## src/design/prlm_pkg.sv

```systemverilog
`default_nettype none
package prlm_pkg;

  localparam int unsigned SQ_W            = 31;
  localparam int unsigned LEVEL_W         = 17;
  localparam int unsigned ROOT_STEPS      = 16;
  localparam int unsigned ROOT_CLAMP      = 4096;
  localparam int unsigned MAX_SAMPLES_DEF = 4096;
  localparam int unsigned QUEUE_DEPTH_DEF = 4;
  localparam logic [LEVEL_W-1:0] LEVEL_ONE = 17'h10000;

  typedef struct packed {
    logic [SQ_W-1:0] sq;
    logic            last;
  } prlm_item_t;

  typedef enum logic [1:0] {
    ST_ACC,
    ST_DIV,
    ST_ROOT,
    ST_OUT
  } prlm_state_t;

endpackage
`default_nettype wire

```

## src/design/prlm_fifo.sv

```systemverilog
`default_nettype none
module prlm_fifo #(
  parameter int unsigned DEPTH = prlm_pkg::QUEUE_DEPTH_DEF
) (
  input  wire logic                 clk,
  input  wire logic                 rst_n,
  input  wire logic                 push,
  input  prlm_pkg::prlm_item_t      push_item,
  output logic                      full,
  input  wire logic                 pop,
  output prlm_pkg::prlm_item_t      pop_item,
  output logic                      empty
);
  import prlm_pkg::*;

  localparam int unsigned PTR_W = (DEPTH > 1) ? $clog2(DEPTH) : 1;
  localparam int unsigned CNT_W = $clog2(DEPTH + 1);

  prlm_item_t       mem_r [DEPTH];
  logic [PTR_W-1:0] wr_ptr_r, wr_ptr_nxt;
  logic [PTR_W-1:0] rd_ptr_r, rd_ptr_nxt;
  logic [CNT_W-1:0] cnt_r, cnt_nxt;
  logic             do_push, do_pop;

  assign full     = (cnt_r == CNT_W'(DEPTH));
  assign empty    = (cnt_r == '0);
  assign do_push  = push && !full;
  assign do_pop   = pop && !empty;
  assign pop_item = mem_r[rd_ptr_r];

  always_comb begin
    wr_ptr_nxt = wr_ptr_r;
    rd_ptr_nxt = rd_ptr_r;
    cnt_nxt    = cnt_r;
    if (do_push) begin
      wr_ptr_nxt = (wr_ptr_r == PTR_W'(DEPTH - 1)) ? '0 : wr_ptr_r + 1'b1;
    end
    if (do_pop) begin
      rd_ptr_nxt = (rd_ptr_r == PTR_W'(DEPTH - 1)) ? '0 : rd_ptr_r + 1'b1;
    end
    if (do_push && !do_pop) begin
      cnt_nxt = cnt_r + 1'b1;
    end else if (do_pop && !do_push) begin
      cnt_nxt = cnt_r - 1'b1;
    end
  end

  always_ff @(posedge clk) begin
    if (!rst_n) begin
      wr_ptr_r <= '0;
      rd_ptr_r <= '0;
      cnt_r    <= '0;
    end else begin
      wr_ptr_r <= wr_ptr_nxt;
      rd_ptr_r <= rd_ptr_nxt;
      cnt_r    <= cnt_nxt;
    end
  end

  always_ff @(posedge clk) begin
    if (do_push) begin
      mem_r[wr_ptr_r] <= push_item;
    end
  end

endmodule
`default_nettype wire

```

## src/design/prlm_front.sv

```systemverilog
`default_nettype none
module prlm_front (
  input  wire logic                  clk,
  input  wire logic                  rst_n,
  input  wire logic                  in_valid,
  output logic                       in_ready,
  input  wire logic signed [15:0]    in_sample,
  input  wire logic                  in_last,
  input  wire logic                  q_full,
  output logic                       q_push,
  output prlm_pkg::prlm_item_t       q_item
);
  import prlm_pkg::*;

  logic              ent_v_r, ent_v_nxt;
  prlm_item_t        ent_r;
  logic signed [31:0] prod;
  logic              accept;

  assign prod     = in_sample * in_sample;
  assign q_push   = ent_v_r && !q_full;
  assign in_ready = !ent_v_r || !q_full;
  assign accept   = in_valid && in_ready;
  assign q_item   = ent_r;

  always_comb begin
    ent_v_nxt = ent_v_r;
    if (accept) begin
      ent_v_nxt = 1'b1;
    end else if (q_push) begin
      ent_v_nxt = 1'b0;
    end
  end

  always_ff @(posedge clk) begin
    if (!rst_n) begin
      ent_v_r <= 1'b0;
    end else begin
      ent_v_r <= ent_v_nxt;
    end
  end

  always_ff @(posedge clk) begin
    if (accept) begin
      ent_r.sq   <= prod[SQ_W-1:0];
      ent_r.last <= in_last;
    end
  end

endmodule
`default_nettype wire

```

## src/design/prlm_back.sv

```systemverilog
`default_nettype none
module prlm_back #(
  parameter int unsigned MAX_SAMPLES = prlm_pkg::MAX_SAMPLES_DEF
) (
  input  wire logic                          clk,
  input  wire logic                          rst_n,
  input  wire logic                          q_empty,
  output logic                               q_pop,
  input  prlm_pkg::prlm_item_t               q_item,
  output logic                               out_valid,
  input  wire logic                          out_ready,
  output logic [prlm_pkg::LEVEL_W-1:0]       out_level,
  output logic                               out_overflow
);
  import prlm_pkg::*;

  localparam int unsigned CNT_W  = $clog2(MAX_SAMPLES + 1);
  localparam int unsigned SUM_W  = SQ_W + CNT_W;
  localparam int unsigned STEP_W = $clog2(SUM_W + 1);

  prlm_state_t        state_r, state_nxt;
  logic [SUM_W-1:0]   sum_r, sum_nxt;
  logic [CNT_W-1:0]   cnt_r, cnt_nxt;
  logic               ovf_r, ovf_nxt;
  logic [CNT_W-1:0]   rem_r, rem_nxt;
  logic [STEP_W-1:0]  step_r, step_nxt;
  logic [SQ_W-1:0]    sqv_r, sqv_nxt;
  logic [SQ_W:0]      root_r, root_nxt;
  logic [SQ_W-1:0]    bit_r, bit_nxt;
  logic               out_valid_r, out_valid_nxt;
  logic [LEVEL_W-1:0] level_r, level_nxt;
  logic               out_ovf_r, out_ovf_nxt;

  logic               room;
  logic [CNT_W:0]     div_shift, div_diff;
  logic               div_ok;
  logic [SQ_W:0]      root_try;
  logic               sq_ok;
  logic [LEVEL_W-1:0] level_calc;

  assign room       = (cnt_r < CNT_W'(MAX_SAMPLES));
  assign div_shift  = {rem_r, sum_r[SUM_W-1]};
  assign div_diff   = div_shift - {1'b0, cnt_r};
  assign div_ok     = !div_diff[CNT_W];
  assign root_try   = root_r + {1'b0, bit_r};
  assign sq_ok      = ({1'b0, sqv_r} >= root_try);
  assign level_calc = (root_r >= (SQ_W+1)'(ROOT_CLAMP)) ? LEVEL_ONE
                                                        : {1'b0, root_r[11:0], 4'b0000};

  assign q_pop        = (state_r == ST_ACC) && !q_empty;
  assign out_valid    = out_valid_r;
  assign out_level    = level_r;
  assign out_overflow = out_ovf_r;

  always_comb begin
    state_nxt     = state_r;
    sum_nxt       = sum_r;
    cnt_nxt       = cnt_r;
    ovf_nxt       = ovf_r;
    rem_nxt       = rem_r;
    step_nxt      = step_r;
    sqv_nxt       = sqv_r;
    root_nxt      = root_r;
    bit_nxt       = bit_r;
    out_valid_nxt = out_valid_r && !out_ready;
    level_nxt     = level_r;
    out_ovf_nxt   = out_ovf_r;
    case (state_r)
      ST_ACC: begin
        if (q_pop) begin
          if (room) begin
            sum_nxt = sum_r + SUM_W'(q_item.sq);
            cnt_nxt = cnt_r + 1'b1;
          end else begin
            ovf_nxt = 1'b1;
          end
          if (q_item.last) begin
            state_nxt = ST_DIV;
            step_nxt  = '0;
            rem_nxt   = '0;
          end
        end
      end
      ST_DIV: begin
        sum_nxt  = {sum_r[SUM_W-2:0], div_ok};
        rem_nxt  = div_ok ? div_diff[CNT_W-1:0] : div_shift[CNT_W-1:0];
        step_nxt = step_r + 1'b1;
        if (step_r == STEP_W'(SUM_W - 1)) begin
          state_nxt = ST_ROOT;
          step_nxt  = '0;
          sqv_nxt   = sum_nxt[SQ_W-1:0];
          root_nxt  = '0;
          bit_nxt   = {1'b1, {(SQ_W-1){1'b0}}};
        end
      end
      ST_ROOT: begin
        if (sq_ok) begin
          sqv_nxt  = SQ_W'({1'b0, sqv_r} - root_try);
          root_nxt = (root_r >> 1) + {1'b0, bit_r};
        end else begin
          root_nxt = root_r >> 1;
        end
        bit_nxt  = bit_r >> 2;
        step_nxt = step_r + 1'b1;
        if (step_r == STEP_W'(ROOT_STEPS - 1)) begin
          state_nxt = ST_OUT;
        end
      end
      ST_OUT: begin
        if (!out_valid_r || out_ready) begin
          out_valid_nxt = 1'b1;
          level_nxt     = level_calc;
          out_ovf_nxt   = ovf_r;
          sum_nxt       = '0;
          cnt_nxt       = '0;
          ovf_nxt       = 1'b0;
          state_nxt     = ST_ACC;
        end
      end
      default: begin
        state_nxt = ST_ACC;
      end
    endcase
  end

  always_ff @(posedge clk) begin
    if (!rst_n) begin
      state_r     <= ST_ACC;
      sum_r       <= '0;
      cnt_r       <= '0;
      ovf_r       <= 1'b0;
      out_valid_r <= 1'b0;
    end else begin
      state_r     <= state_nxt;
      sum_r       <= sum_nxt;
      cnt_r       <= cnt_nxt;
      ovf_r       <= ovf_nxt;
      out_valid_r <= out_valid_nxt;
    end
  end

  always_ff @(posedge clk) begin
    rem_r     <= rem_nxt;
    step_r    <= step_nxt;
    sqv_r     <= sqv_nxt;
    root_r    <= root_nxt;
    bit_r     <= bit_nxt;
    level_r   <= level_nxt;
    out_ovf_r <= out_ovf_nxt;
  end

endmodule
`default_nettype wire

```

## src/design/pcm16_rms_level_meter.sv

```systemverilog
// Channel  Direction  Handshake            Payload
// in       input      in_valid/in_ready    in_sample (s16), in_last (1)
// out      output     out_valid/out_ready  out_level (u17, Q1.16), out_overflow (1)
//
// A sample that does not end a chunk is added to the running sum and count in the accumulator.
// A chunk's last sample also starts the bit-serial divider and then the bit-serial square root,
// after which ST_OUT loads the result into the output register.
// A four-entry request queue lets the front keep accepting samples while they run.
// Synchronous active-low reset clears the control state; there is no clearing pass.
// A stalled result waits in the output register while the next chunk accumulates.
`default_nettype none
module pcm16_rms_level_meter #(
  parameter int unsigned MAX_SAMPLES = prlm_pkg::MAX_SAMPLES_DEF,
  parameter int unsigned QUEUE_DEPTH = prlm_pkg::QUEUE_DEPTH_DEF
) (
  input  wire logic                      clk,
  input  wire logic                      rst_n,
  input  wire logic                      in_valid,
  output logic                           in_ready,
  input  wire logic signed [15:0]        in_sample,
  input  wire logic                      in_last,
  output logic                           out_valid,
  input  wire logic                      out_ready,
  output logic [prlm_pkg::LEVEL_W-1:0]   out_level,
  output logic                           out_overflow
);
  import prlm_pkg::*;

  prlm_item_t push_item, pop_item;
  logic       q_push, q_full, q_pop, q_empty;

  prlm_front u_front (
    .clk       (clk),
    .rst_n     (rst_n),
    .in_valid  (in_valid),
    .in_ready  (in_ready),
    .in_sample (in_sample),
    .in_last   (in_last),
    .q_full    (q_full),
    .q_push    (q_push),
    .q_item    (push_item)
  );

  prlm_fifo #(
    .DEPTH (QUEUE_DEPTH)
  ) u_fifo (
    .clk       (clk),
    .rst_n     (rst_n),
    .push      (q_push),
    .push_item (push_item),
    .full      (q_full),
    .pop       (q_pop),
    .pop_item  (pop_item),
    .empty     (q_empty)
  );

  prlm_back #(
    .MAX_SAMPLES (MAX_SAMPLES)
  ) u_back (
    .clk          (clk),
    .rst_n        (rst_n),
    .q_empty      (q_empty),
    .q_pop        (q_pop),
    .q_item       (pop_item),
    .out_valid    (out_valid),
    .out_ready    (out_ready),
    .out_level    (out_level),
    .out_overflow (out_overflow)
  );

endmodule
`default_nettype wire

```

## config.mk

```make
export PLATFORM = sky130hd
export DESIGN_NAME = pcm16_rms_level_meter
export DESIGN_NICKNAME = d
export VERILOG_FILES = /design/src/design/prlm_pkg.sv /design/src/design/prlm_fifo.sv /design/src/design/prlm_front.sv /design/src/design/prlm_back.sv /design/src/design/pcm16_rms_level_meter.sv
export SDC_FILE = /design/constraint.sdc
export NUM_CORES = 1
export LEC_CHECK = 0
export ABC_CLOCK_PERIOD_IN_PS = 9800
export BUFFER_PORTS_ARGS = -buffer_cell sky130_fd_sc_hd__buf_2
export CAP_MARGIN = 40
export CORE_MARGIN = 2
export CORE_UTILIZATION = 30
export CTS_CLUSTER_DIAMETER = 100
export CTS_CLUSTER_SIZE = 8
export DETAILED_ROUTE_END_ITERATION = 10
export PLACE_DENSITY_LB_ADDON = 0.25
export SLEW_MARGIN = 20
export SYNTH_ARGS = -nofsm -noshare
export SYNTH_HDL_FRONTEND = slang
export SYNTH_HIERARCHICAL = 1
export SYNTH_SLANG_ARGS = --single-unit
```

## constraint.sdc

```tcl
create_clock -name clk -period 9.8 [get_ports clk]
set_input_delay 1.96 -clock clk [delete_from_list [all_inputs] [get_ports clk]]
set_output_delay 1.96 -clock clk [all_outputs]
set_load 0.01 [all_outputs]
```

Word-level counts from Yosys, hierarchy flattened. Memories as Yosys holds them, arrays and structs flattened. A register that Yosys moved wholly into a read port is not among the register bits. Index checks and enable logic that the tools add are counted.

Register bits after elaboration: 232. Latch bits: 0. Bits in writable memories: 128. Bits in read-only memories: 0. Bits of input ports: 21. Output and inout bits: 20. Logic and storage cells: 134. Memories: 1.

Memories: u_fifo.mem_r (words 4, width 32, rd ports 1, clocked after Yosys merged registers in 1, wr ports 1, RTL line prlm_fifo.sv:19) `prlm_item_t mem_r [DEPTH];`.

Add/subtract/negate cells: 11. Multipliers: 1. Div/mod/pow operators: 0. Order comparisons: 3. Equality and inequality tests: 16. Shift operators: 0. Mux-type cells: 47. Bitwise logic cells: 0. Reductions and logical operators: 36.

Operators with widths (number): $mux W44 (3); $pmux W44 S3 (1); $pmux W31 S2 (2); $mux W31 (3); $mux W13 (6); $mux W32 (2); $pmux W32 S2 (1); $pmux W13 S2 (2); $add A44 B31 Y44 (1); $add A31 B31 Y32 (1); $add A32 B31 Y32 (1); $ge A31 B32 Y1 (1); $ge A32 B13 Y1 const B (1); $mul A16 B16 Y31 (1); $sub A31 B31 Y31 (1); $mux W2 (9); $mux W6 (3); $pmux W6 S3 (1); $mux W17 (1); $sub A14 B13 Y14 (1); $add A13 B1 Y13 const B (1); $lt A13 B13 Y1 const B (1); $reduce_and A4 Y1 (3); $ne A2 B1 Y1 const B (5); other kinds (24) (62).

Longest topological paths before layout. Gate-level depths: netlist (run 1).

Word-level depth: 8. Gate-level depth with buffers: 25. Gate-level depth less buffers: 22.

By module. The synthesis (run 1) kept the hierarchy.

Modules (own cells, without submodules): prlm_back (times used 1, cells an instance 1481, area an instance 13212.7 µm², seq. area each 4584.4 µm²); prlm_front (times used 1, cells an instance 1056, area an instance 9920.8 µm², seq. area each 950.9 µm²); prlm_fifo (times used 1, cells an instance 218, area an instance 5138.7 µm², seq. area each 4023.9 µm²).

Least setup slack after synthesis (run 1). No wires, ideal clock.

Path type: input-to-reg. Start point: in in_sample[15]. End point: reg u_front.ent_r (netlist bit u_front/q_item[31]) (data pin). Setup time: 0.259 ns. Data arrival time: 7.655 ns. Data required time: 9.541 ns. Slack: 1.886 ns. Cell stages on the path: 20. Buffers on the path: 2. Cell sequence: clkbuf_1 -> clkbuf_1 -> nand2_1 -> fa_1 -> inv_1 -> fa_1 -> inv_1 -> fa_1 -> fa_1 -> fa_1 -> fa_1 -> inv_1 -> ha_1 -> a21oi_1 -> o21bai_1 -> a21oi_1 -> o22ai_1 -> a211oi_1 -> a21oi_1 -> xnor2_1.

Word-level cells in the longest chain between the ends: 1.

RTL lines: start, declared (RTL line pcm16_rms_level_meter.sv:20) `input wire logic signed [15:0] in_sample,`; $mul A16 B16 Y31 (RTL line prlm_front.sv:20) `assign prod = in_sample * in_sample;`; named net u_front.prod[30] (RTL line prlm_front.sv:17) `logic signed [31:0] prod;`; end, declared (RTL line prlm_front.sv:16) `prlm_item_t ent_r;`.

The timed path passes the listed nets, and every way through them passes these cells. A chain may end at the register's enable or synchronous reset.

Worst setup path after layout (run 1). Same ends and word-level chain as after synthesis.

==> summary by stage, run 1 <==
Timing
The worst-case clock skew is 0.02563 ns. Setup repair after global routing left no endpoint under its margin. The worst path uses 78.69% of the clock period.

The achievable clock frequency is 129.7 MHz. The max-slew violation count is 0. The hold violation total from the final report is 0. The relative slew slack is 46.91%. The worst-margin pin slew is 0.7910 ns. The count of endpoints failing setup in the final report is 0. The minimum period implied by the final worst setup slack is 7.711 ns. Setup total negative slack on the finished layout was measured at 0 ns.

Final layout
The number of diodes is 0. The final instance area is about 31,000 sq um. The share of post-route cells with drive strength above 1 is around 7.3%.

Leaving out fill and tap cells, the most frequent cell in the layout is sky130_fd_sc_hd__inv_1. The number of non-filler instances in the completed layout is 4,065. Compared with the post-synthesis result, the final layout area differs by 10.55%. In the layout the commonest cells are 385 x sky130_fd_sc_hd__inv_1, 271 x sky130_fd_sc_hd__edfxtp_1, 233 x sky130_fd_sc_hd__fa_1, 210 x sky130_fd_sc_hd__nor2_1.

At the end of the flow, the number of nets in the layout was roughly 3,200.

Clock network
The number of buffers added by the clock tree synthesis step is 48. The clock net sink count is about 340. The clock-pin slew on the worst setup and hold paths is approximately 0.05 ns. The clock passes through at most 3 buffers. The number of gates resized after CTS was 0. The clock tree synthesis step divided the H-tree into 2 levels.

TritonCTS built the clock tree. The post-CTS setup-driven buffer insertion count is 0. The number of buffers added to fix hold violations after cts is 0. The clock latency on the worst-skew pair is 0.59 ns. The root buffer cell chosen for the clock tree is sky130_fd_sc_hd__clkbuf_16.

Floorplan
The area enclosed by the die boundary is roughly 97,000 sq um. Row generation in the floorplan step produced approximately 110 rows. The horizontal extent of the die is approximately 310 um. The initial standard-cell utilization of the core is a little under a third. Pin placement for this block handled between 40 and 50 I/O pins. From bottom edge to top edge, the die measures between 300 and 400 um. The region available for standard cell placement spans 93,330 sq um.

Placed design
The area of placed instances is between 20,000 and 30,000 sq um. After detailed placement, the design holds a cell count of about 4,000. In this run the tool buffered the top-level ports with 36 buffer cells. The congestion estimate from routability-driven global placement came to 0.8044. The wire-length estimate of the detail-placed layout is about 47,000 um.

Worst setup path
The family of cells with the greatest summed delay on the critical path is adder cells. The startpoint of the most critical setup path is in_sample[15]. The largest fanout of any net on the critical path is 20. STA classifies the critical path startpoint as an input pin. On the worst path, the slowest cell contributes a delay of about 0.85 ns. The number of buffers and inverters on the critical path is 4.

Data arrives at the worst endpoint at approximately 8.0 ns. In this design, the critical path's most frequently occurring cell is sky130_fd_sc_hd__fa_1. The endpoint type of the worst setup path is a register. Walking the worst path, the cells encountered are buf_2, inv_1, nor2_1, fa_1, fa_1, inv_1, fa_1, fa_1, fa_1, fa_1, inv_1, ha_1, a21oi_1, o21bai_1, a21oi_1, o22ai_1, a211oi_1, a21oi_1, xnor2_1. The required arrival time at the worst endpoint is between 10 and 15 ns.

The kind of critical path is in2reg. The worst register-to-register path begins at u_back/root_r[0]. The cell type of the slowest stage on the worst timing path is sky130_fd_sc_hd__fa_1.

Global routing
The total track usage is about an eighth. The first global-routing pass estimated around 100,000 um of wire. Entering global routing, the biggest net connects 50 pins. The initial antenna violation count came to 0. The number of global-route vias before repair was slightly below 20,000. Global routing finished with a remaining overflow of 0.

Yosys
Counting flops with an async set or reset pin after synthesis yields a share of 0%. The flip-flop and latch count after synthesis is 342. Among all flip-flop cells after synthesis, the most frequent one is sky130_fd_sc_hd__edfxtp_1. Synthesis instantiated between 80 and 90 different standard cells from the library. During synthesis, Yosys emitted a total of 6 warnings. The synthesized instance count is between 2,000 and 3,000. The number of enable-type register cells in the synthesized netlist is roughly 270. The synthesized area per cell is around 10 sq um. The sequential share of the synthesized area is between 30% and 40%. The post-synth design cell area is between 20,000 and 30,000 sq um.

Detailed routing
Dividing the detail-routed via count by the number of cells gives between 4 and 5. The first TritonRoute pass finished after 5 iterations. Wires add up to approximately 63,000 um.

Dividing the detail-routed wire length by the instance count gives ~15 um. The DRC violation total after the first TritonRoute iteration is 768. In the routed design, unresolved DRC markers number 0. In this run the remaining antenna-violating nets after routing total 0. The via count of the routed design is around 19,000.

Run status
The flow ran to the end, and the final reports show no timing, DRC or antenna violations.

Min path
The startpoint of the lowest-slack hold path is u_back/cnt_r[11]. The tightest min-delay check is of the reg2reg type.

Job
The max-cap check violation count is 0.
==> sequential cells by signal, indices dropped and copies added, names as in the netlist, 3 cells and up, named ones only <==
name / flops
u_fifo/mem_r: 128
u_back/sum_r: 44
u_back/root_r: 32
u_back/sqv_r: 31
u_front/q_item: 31
u_back/bit_r: 16
u_back/cnt_r: 13
u_back/out_level: 13
u_back/rem_r: 13
u_back/step_r: 6
u_fifo/cnt_r: 3
==> worst reg2reg max path: stages, from the launching register on <==
cell	delay, ns
sky130_fd_sc_hd__edfxtp_1	0.42
sky130_fd_sc_hd__ha_1	0.28
sky130_fd_sc_hd__ha_1	0.22
sky130_fd_sc_hd__a21o_1	0.19
sky130_fd_sc_hd__a31o_2	0.25
sky130_fd_sc_hd__a31oi_1	0.19
sky130_fd_sc_hd__o21ai_0	0.17
sky130_fd_sc_hd__a31oi_1	0.32
sky130_fd_sc_hd__o21bai_1	0.18
sky130_fd_sc_hd__and3_1	0.21
sky130_fd_sc_hd__o21ai_0	0.18
sky130_fd_sc_hd__xor2_1	0.12
sky130_fd_sc_hd__ha_1	0.39
sky130_fd_sc_hd__nand4_1	0.27
sky130_fd_sc_hd__or3_1	0.42
sky130_fd_sc_hd__o21bai_1	0.25
sky130_fd_sc_hd__a311oi_1	0.22
sky130_fd_sc_hd__or2_1	0.26
sky130_fd_sc_hd__buf_4	0.25
sky130_fd_sc_hd__a21boi_4	0.43
sky130_fd_sc_hd__buf_4	0.39
==> final timing paths <==
kind	slack (ns)	endpoint	cells after the start
max	2.09	u_front/q_item[31]	19
min	0.48	u_back/cnt_r[12]	2
max reg2reg	3.83	u_back/sqv_r[22]	20
min reg2reg	0.48	u_back/cnt_r[12]	2
==> kinds of logic (layout without fill, tap and decap cells) <==
kind of cell / count (synthesis) / count (layout) / share of synthesized area, %
simple gates: 725 / 725 / 12.12
compound gates: 507 / 507 / 11.77
flops: 342 / 342 / 33.81
other cells: 2 / 5 / 0.02656
mux: 83 / 83 / 4.496
xor+xnor: 171 / 171 / 5.324
fa+ha+maj: 440 / 440 / 25.66
buf+inv: 485 / 538 / 6.793
==> area by class of cell <==
class                           count  area, sq um
Tap cell                         1254         1569
Inverter                          388         1456
Fill cell                        9661        62080
Sequential cell                   342         9560
Multi-Input combinational cell   1931        16830
Clock buffer                       86         1354
Timing Repair Buffer               61        410.4
Clock inverter                      3        68.82
==> through the flow <==
stage	utilization (%)	hold slack [ns]	setup slack (ns)
6_report	33.49	0.4833	2.089
5_1_grt	33.49	0.5113	1.654
4_1_cts	33.44	0.4915	2.086
3_5_place_dp	31.92	0.4815	1.470
3_3_place_gp	31.88	0.4827	1.442
2_1_floorplan	-	0.4313	1.886
==> Yosys cell counts (25+ instances only) <==
master	number	share of area, %
sky130_fd_sc_hd__inv_1	385	5.1
sky130_fd_sc_hd__edfxtp_1	271	29
sky130_fd_sc_hd__fa_1	233	16
sky130_fd_sc_hd__nor2_1	212	2.8
sky130_fd_sc_hd__ha_1	207	9.2
sky130_fd_sc_hd__nand2_1	206	2.7
sky130_fd_sc_hd__a21oi_1	131	2.3
sky130_fd_sc_hd__xnor2_1	110	3.4
sky130_fd_sc_hd__o21ai_0	109	1.9
sky130_fd_sc_hd__and2_1	91	2.0
sky130_fd_sc_hd__clkbuf_1	72	0.96
sky130_fd_sc_hd__dfxtp_1	71	5.0
sky130_fd_sc_hd__xor2_1	60	1.9
sky130_fd_sc_hd__a21o_1	59	1.6
sky130_fd_sc_hd__nand3_1	45	0.80
sky130_fd_sc_hd__nor3_1	39	0.69
sky130_fd_sc_hd__a31oi_1	33	0.73
sky130_fd_sc_hd__mux4_2	30	2.4
sky130_fd_sc_hd__a221oi_1	27	0.84
sky130_fd_sc_hd__mux2_2	26	1.0
sky130_fd_sc_hd__mux2i_1	25	0.89
==> routing by layer <==
metal | vias to the layer above | wire length [um] | GRT usage [%]
met5 | - | 0 | 0
met1 | 9189 | 30910 | 18.25
met2 | 252 | 29020 | 21.95
met3 | 53 | 1912 | 1.553
li1 | 9494 | - | -
met4 | 0 | 778 | 2.251
Power of run 1 is left out: the tool's default activity adds up to more than one toggle a clock period on the data nets, which glitch-free logic cannot reach.
==> inputs of run 2 (changes only) <==
--- a/config.mk
+++ b/config.mk
@@ -5,7 +5,8 @@
 export SDC_FILE = /design/constraint.sdc
 export NUM_CORES = 1
 export LEC_CHECK = 0
-export ABC_CLOCK_PERIOD_IN_PS = 9800
+export ABC_AREA = 1
+export ABC_CLOCK_PERIOD_IN_PS = 6200
 export BUFFER_PORTS_ARGS = -buffer_cell sky130_fd_sc_hd__buf_2
 export CAP_MARGIN = 40
 export CORE_MARGIN = 2
==> constraint.sdc (replaced) <==
create_clock -name clk -period 6.2 [get_ports clk]
set_input_delay 1.24 -clock clk [delete_from_list [all_inputs] [get_ports clk]]
set_output_delay 1.24 -clock clk [all_outputs]
set_load 0.01 [all_outputs]
==> summary by stage, run 2 <==
Detailed routing
The average wire per cell in the routed design is 15.16 um (-1.6%). The count of TritonRoute iterations in the first routing pass was 5 (unchanged). The total detailed-routing wirelength is 82,000 um (+31%). The DRC violation total after the first TritonRoute iteration is 1,368 (+78%). The count of antenna-violating nets left after detailed routing is 0 (unchanged). The post-route DRC violation count came to 0 (unchanged). The via count of the routed design is 25,000 (+32%). The detailed-route vias per instance is 4.623 (-1.0%).

Timing
The final cycle utilization of the critical path is a little over nine tenths. The worst-case clock skew is 0.05019 ns (+0.02457 ns). The worst-margin pin slew was 0.8249 ns (+0.03387 ns). The relative slew slack is 44.85% (-2.1 points). The final setup slack of the worst path was 0.2617 ns (-1.827 ns). The count of endpoints failing setup in the final report was 0 (unchanged). The hold violation total from the final report was 0 (unchanged).

Setup repair after global routing left no endpoint under its margin. The max-slew violation count is 0 (unchanged). Derived from the worst setup path, the maximum achievable clock frequency is 168.4 MHz. The minimum period implied by the final worst setup slack is 5.938 ns.

Clock network
The clock net sink count is 342 (unchanged). The buffer depth of the longest clock path is 3 (unchanged). The root buffer cell chosen for the clock tree is sky130_fd_sc_hd__clkbuf_16.

The level count of the clock H-tree is 2 (unchanged). The CTS tree is done. The number of buffers added by the clock tree synthesis step is 49 (+2.1%). The clock latency on the worst-skew pair is 0.61 ns (+0.02 ns). The clock-pin slew on the worst setup and hold paths is 0.05 ns (about the same).

Yosys
The flip-flop and latch count after synthesis is 342 (unchanged). The fraction of synthesis flops using an asynchronous set or reset pin came to 0% (unchanged). Ranked by instance count, the synthesized netlist is headed by 737 x sky130_fd_sc_hd__nand2_1, 729 x sky130_fd_sc_hd__inv_1, 338 x sky130_fd_sc_hd__nor2_1. The sequential share of the synthesized area is 31.04% (-2.8 points). The post-synth design cell area is 30,790 sq um (+8.9%). The synthesized instance count is 3,824 (+39%).

The largest total area in the synthesized netlist belongs to sky130_fd_sc_hd__edfxtp_1. sky130_fd_sc_hd__nand2_1 is the most common cell in the netlist. The area share of the largest cell type after synthesis is 26.43% (-2.4 points). The number of distinct standard cells referenced by the synthesized netlist is 57 (-32%). The most used flip-flop cell after synthesis is sky130_fd_sc_hd__edfxtp_1.

The count of synthesis-stage warnings from yosys is 6 (unchanged). The number of enable-type register cells in the synthesized netlist is 271 (unchanged). The synthesized area per cell was 8.052 sq um (-22%).

Yosys attributes the largest share of cell area to sky130_fd_sc_hd__edfxtp_1 26%, sky130_fd_sc_hd__fa_1 15%, sky130_fd_sc_hd__nand2_1 9.0%.

Job
The max-cap check violation count is 0 (unchanged).

Final layout
The final net count is 4,460 (+38%). The register with the most flip-flops in the final layout is u_fifo/mem_r. In the layout the commonest cells are 735 x sky130_fd_sc_hd__nand2_1, 724 x sky130_fd_sc_hd__inv_1, 328 x sky130_fd_sc_hd__nor2_1, 271 x sky130_fd_sc_hd__a21oi_1, 271 x sky130_fd_sc_hd__edfxtp_1.

From synthesis to final layout, the design area changed by 15.04%. The number of diodes came to 0 (unchanged). The share of post-route cells with drive strength above 1 is 9.530% (+2.2 points). The number of flip-flops under the largest register name is 128 (unchanged).

The largest registers in the layout are u_fifo/mem_r (128), u_back/sum_r (44), u_back/root_r (32). The utilization after layout came to 34.82% (+1.3 points). The library cell used most frequently in the layout, excluding fill and tap cells, is sky130_fd_sc_hd__nand2_1.

Global routing
The initial antenna violation count is 1 (+1). The wire length of the first global-routing pass came to 134,400 um (+29%). The total track usage came to 15.62% (+2.6 points). The pin count of the biggest net entering global routing is 65 (+30%). The number of global-route vias before repair is 25,040 (+29%).

The sum of overflow across all layers after global routing is 0 (unchanged).

Worst setup path
The arrival time at the worst endpoint was 6.25 ns (-1.78 ns). The capture point of the worst reg-to-reg path is u_back/sqv_r[22]. Tracing the worst setup path back leads to its startpoint at in_sample[15]. The kind of critical path is in2reg. The largest fanout of any net on the critical path is 9 (-55%).

The register-to-register setup slack came to 0.89 ns (-2.94 ns). The destination of the critical timing path is u_front/q_item[31]. The required arrival time at the worst endpoint is 6.51 ns (-3.61 ns). The worst register-to-register path begins at u_back/root_r[14].

The launching element type of the critical path is an input pin. STA classifies the critical path endpoint as a register. The logic depth of the worst register-to-register path is 26 (+30%).

Placed design
The placer's final routability congestion estimate is 0.8883 (+10%). The post-place setup slack is -0.4046 ns (-1.874 ns). The number of buffer cells added on primary ports came to 36 (unchanged). The placed wire-length estimate is 65,290 um (+38%).

Floorplan
The horizontal extent of the die came to 324.4 um (+4.3%). The floorplan core area is 101,700 sq um (+9.0%). The number of rows in the core area is 117 (+4.5%). The I/O pin count is 41 (unchanged). The height of the die is 324.4 um (+4.3%). The area enclosed by the die boundary is 105,200 sq um (+8.8%). The initial standard-cell utilization of the core is 30.27% (about the same).

Min path
The classification of the worst-slack hold path is reg2reg.

Run status
The run finished with clean final reports.
-- run 2: changes by cell type in the layout (fill, tap and decap cells not counted), sizes merged, moves of 32 or more --
cell / previous run / this run
nand2: 206 / 757
inv: 387 / 733
buf: 61 / 228
o21ai: 116 / 276
a21oi: 132 / 287
nor2: 215 / 342
nand3: 45 / 168
and2: 91 / 1
xnor2: 111 / 52
a21o: 59 / 7
mux4: 32 / 0
o22ai: 4 / 36
-- run 2: layout make-up --
class | count | area, sq um
repair buffers | 230 | 1822
fillers | 10720 | 66320
well taps | 1368 | 1712
clock buffers | 86 | 1365
inverters | 733 | 2759
flip-flops and latches | 342 | 9560
clock inverters | 6 | 118.9
multi-input cells | 2643 | 18090
-- run 2: routing by layer --
metal  global-route usage, %  up-vias  routed length, um
met5                       0        -                  0
met2                   26.34      417              38290
li1                        -    12690                  -
met4                   3.822        0               1788
met3                   1.533       88               2758
met1                   21.47    11800              39170
-- run 2: repair_timing --
action | CTS | global route
hold buffers | 0 | 0
setup endpoints to repair | 0 | 7
buffers inserted | 0 | 4
gates resized for setup | 0 | 9
-- run 2: cell families after synthesis --
family	after synthesis	synth area share (%)
simple gates	1389	18.78
buf+inv	842	10.81
compound gates	677	12.00
fa+ha+maj	440	23.56
flops	342	31.04
xor+xnor	131	3.751
other cells	2	0.02439
mux	1	0.03657
-- run 2: worst min-delay path by stage --
| stage | from | end | slack (ns) | cells after the start |
|---|---|---|---|---|
| 2_1_floorplan | u_back/ovf_r | u_back/out_overflow | 0.41 | 0 |
| 6_report | u_back/ovf_r | u_back/out_overflow | 0.43 | 0 |
| 3_5_place_dp | u_back/ovf_r | u_back/out_overflow | 0.42 | 0 |
| 5_1_grt | u_back/ovf_r | u_back/out_overflow | 0.45 | 0 |
| 4_1_cts | u_back/ovf_r | u_back/out_overflow | 0.43 | 0 |
| 3_3_place_gp | u_back/ovf_r | u_back/out_overflow | 0.41 | 0 |
-- run 2: critical path: stages --
cell	delay, ns
sky130_fd_sc_hd__buf_2	0.13
sky130_fd_sc_hd__buf_12	0.14
sky130_fd_sc_hd__nand2_1	0.05
sky130_fd_sc_hd__inv_1	0.06
sky130_fd_sc_hd__fa_2	0.63
sky130_fd_sc_hd__fa_2	0.53
sky130_fd_sc_hd__buf_4	0.19
sky130_fd_sc_hd__fa_1	0.52
sky130_fd_sc_hd__inv_1	0.05
sky130_fd_sc_hd__fa_1	0.47
sky130_fd_sc_hd__fa_1	0.53
sky130_fd_sc_hd__fa_1	0.55
sky130_fd_sc_hd__inv_1	0.04
sky130_fd_sc_hd__ha_2	0.38
sky130_fd_sc_hd__nand4_1	0.17
sky130_fd_sc_hd__nor2_2	0.15
sky130_fd_sc_hd__and2_1	0.13
sky130_fd_sc_hd__nand2_1	0.08
sky130_fd_sc_hd__inv_1	0.06
sky130_fd_sc_hd__nor2_1	0.03
sky130_fd_sc_hd__nand3_1	0.06
sky130_fd_sc_hd__nand2_1	0.06
-- run 2: per-stage QoR --
| step | cell area [sq um] | setup TNS [ns] | hold WS [ns] | std cells |
|---|---|---|---|---|
| final | 35420 | 0 | 0.4266 | 5408 |
| after detailed placement | 33840 | -5.335 | 0.4155 | 5310 |
| after CTS | 35320 | 0 | 0.4284 | 5402 |
| after global placement | 33740 | -4.849 | 0.4130 | 5306 |
| after global routing | 35420 | 0 | 0.4469 | 5408 |
| after floorplan | 31000 | -0.03827 | 0.4082 | 3827 |
Power of run 2 is left out for the same reason.
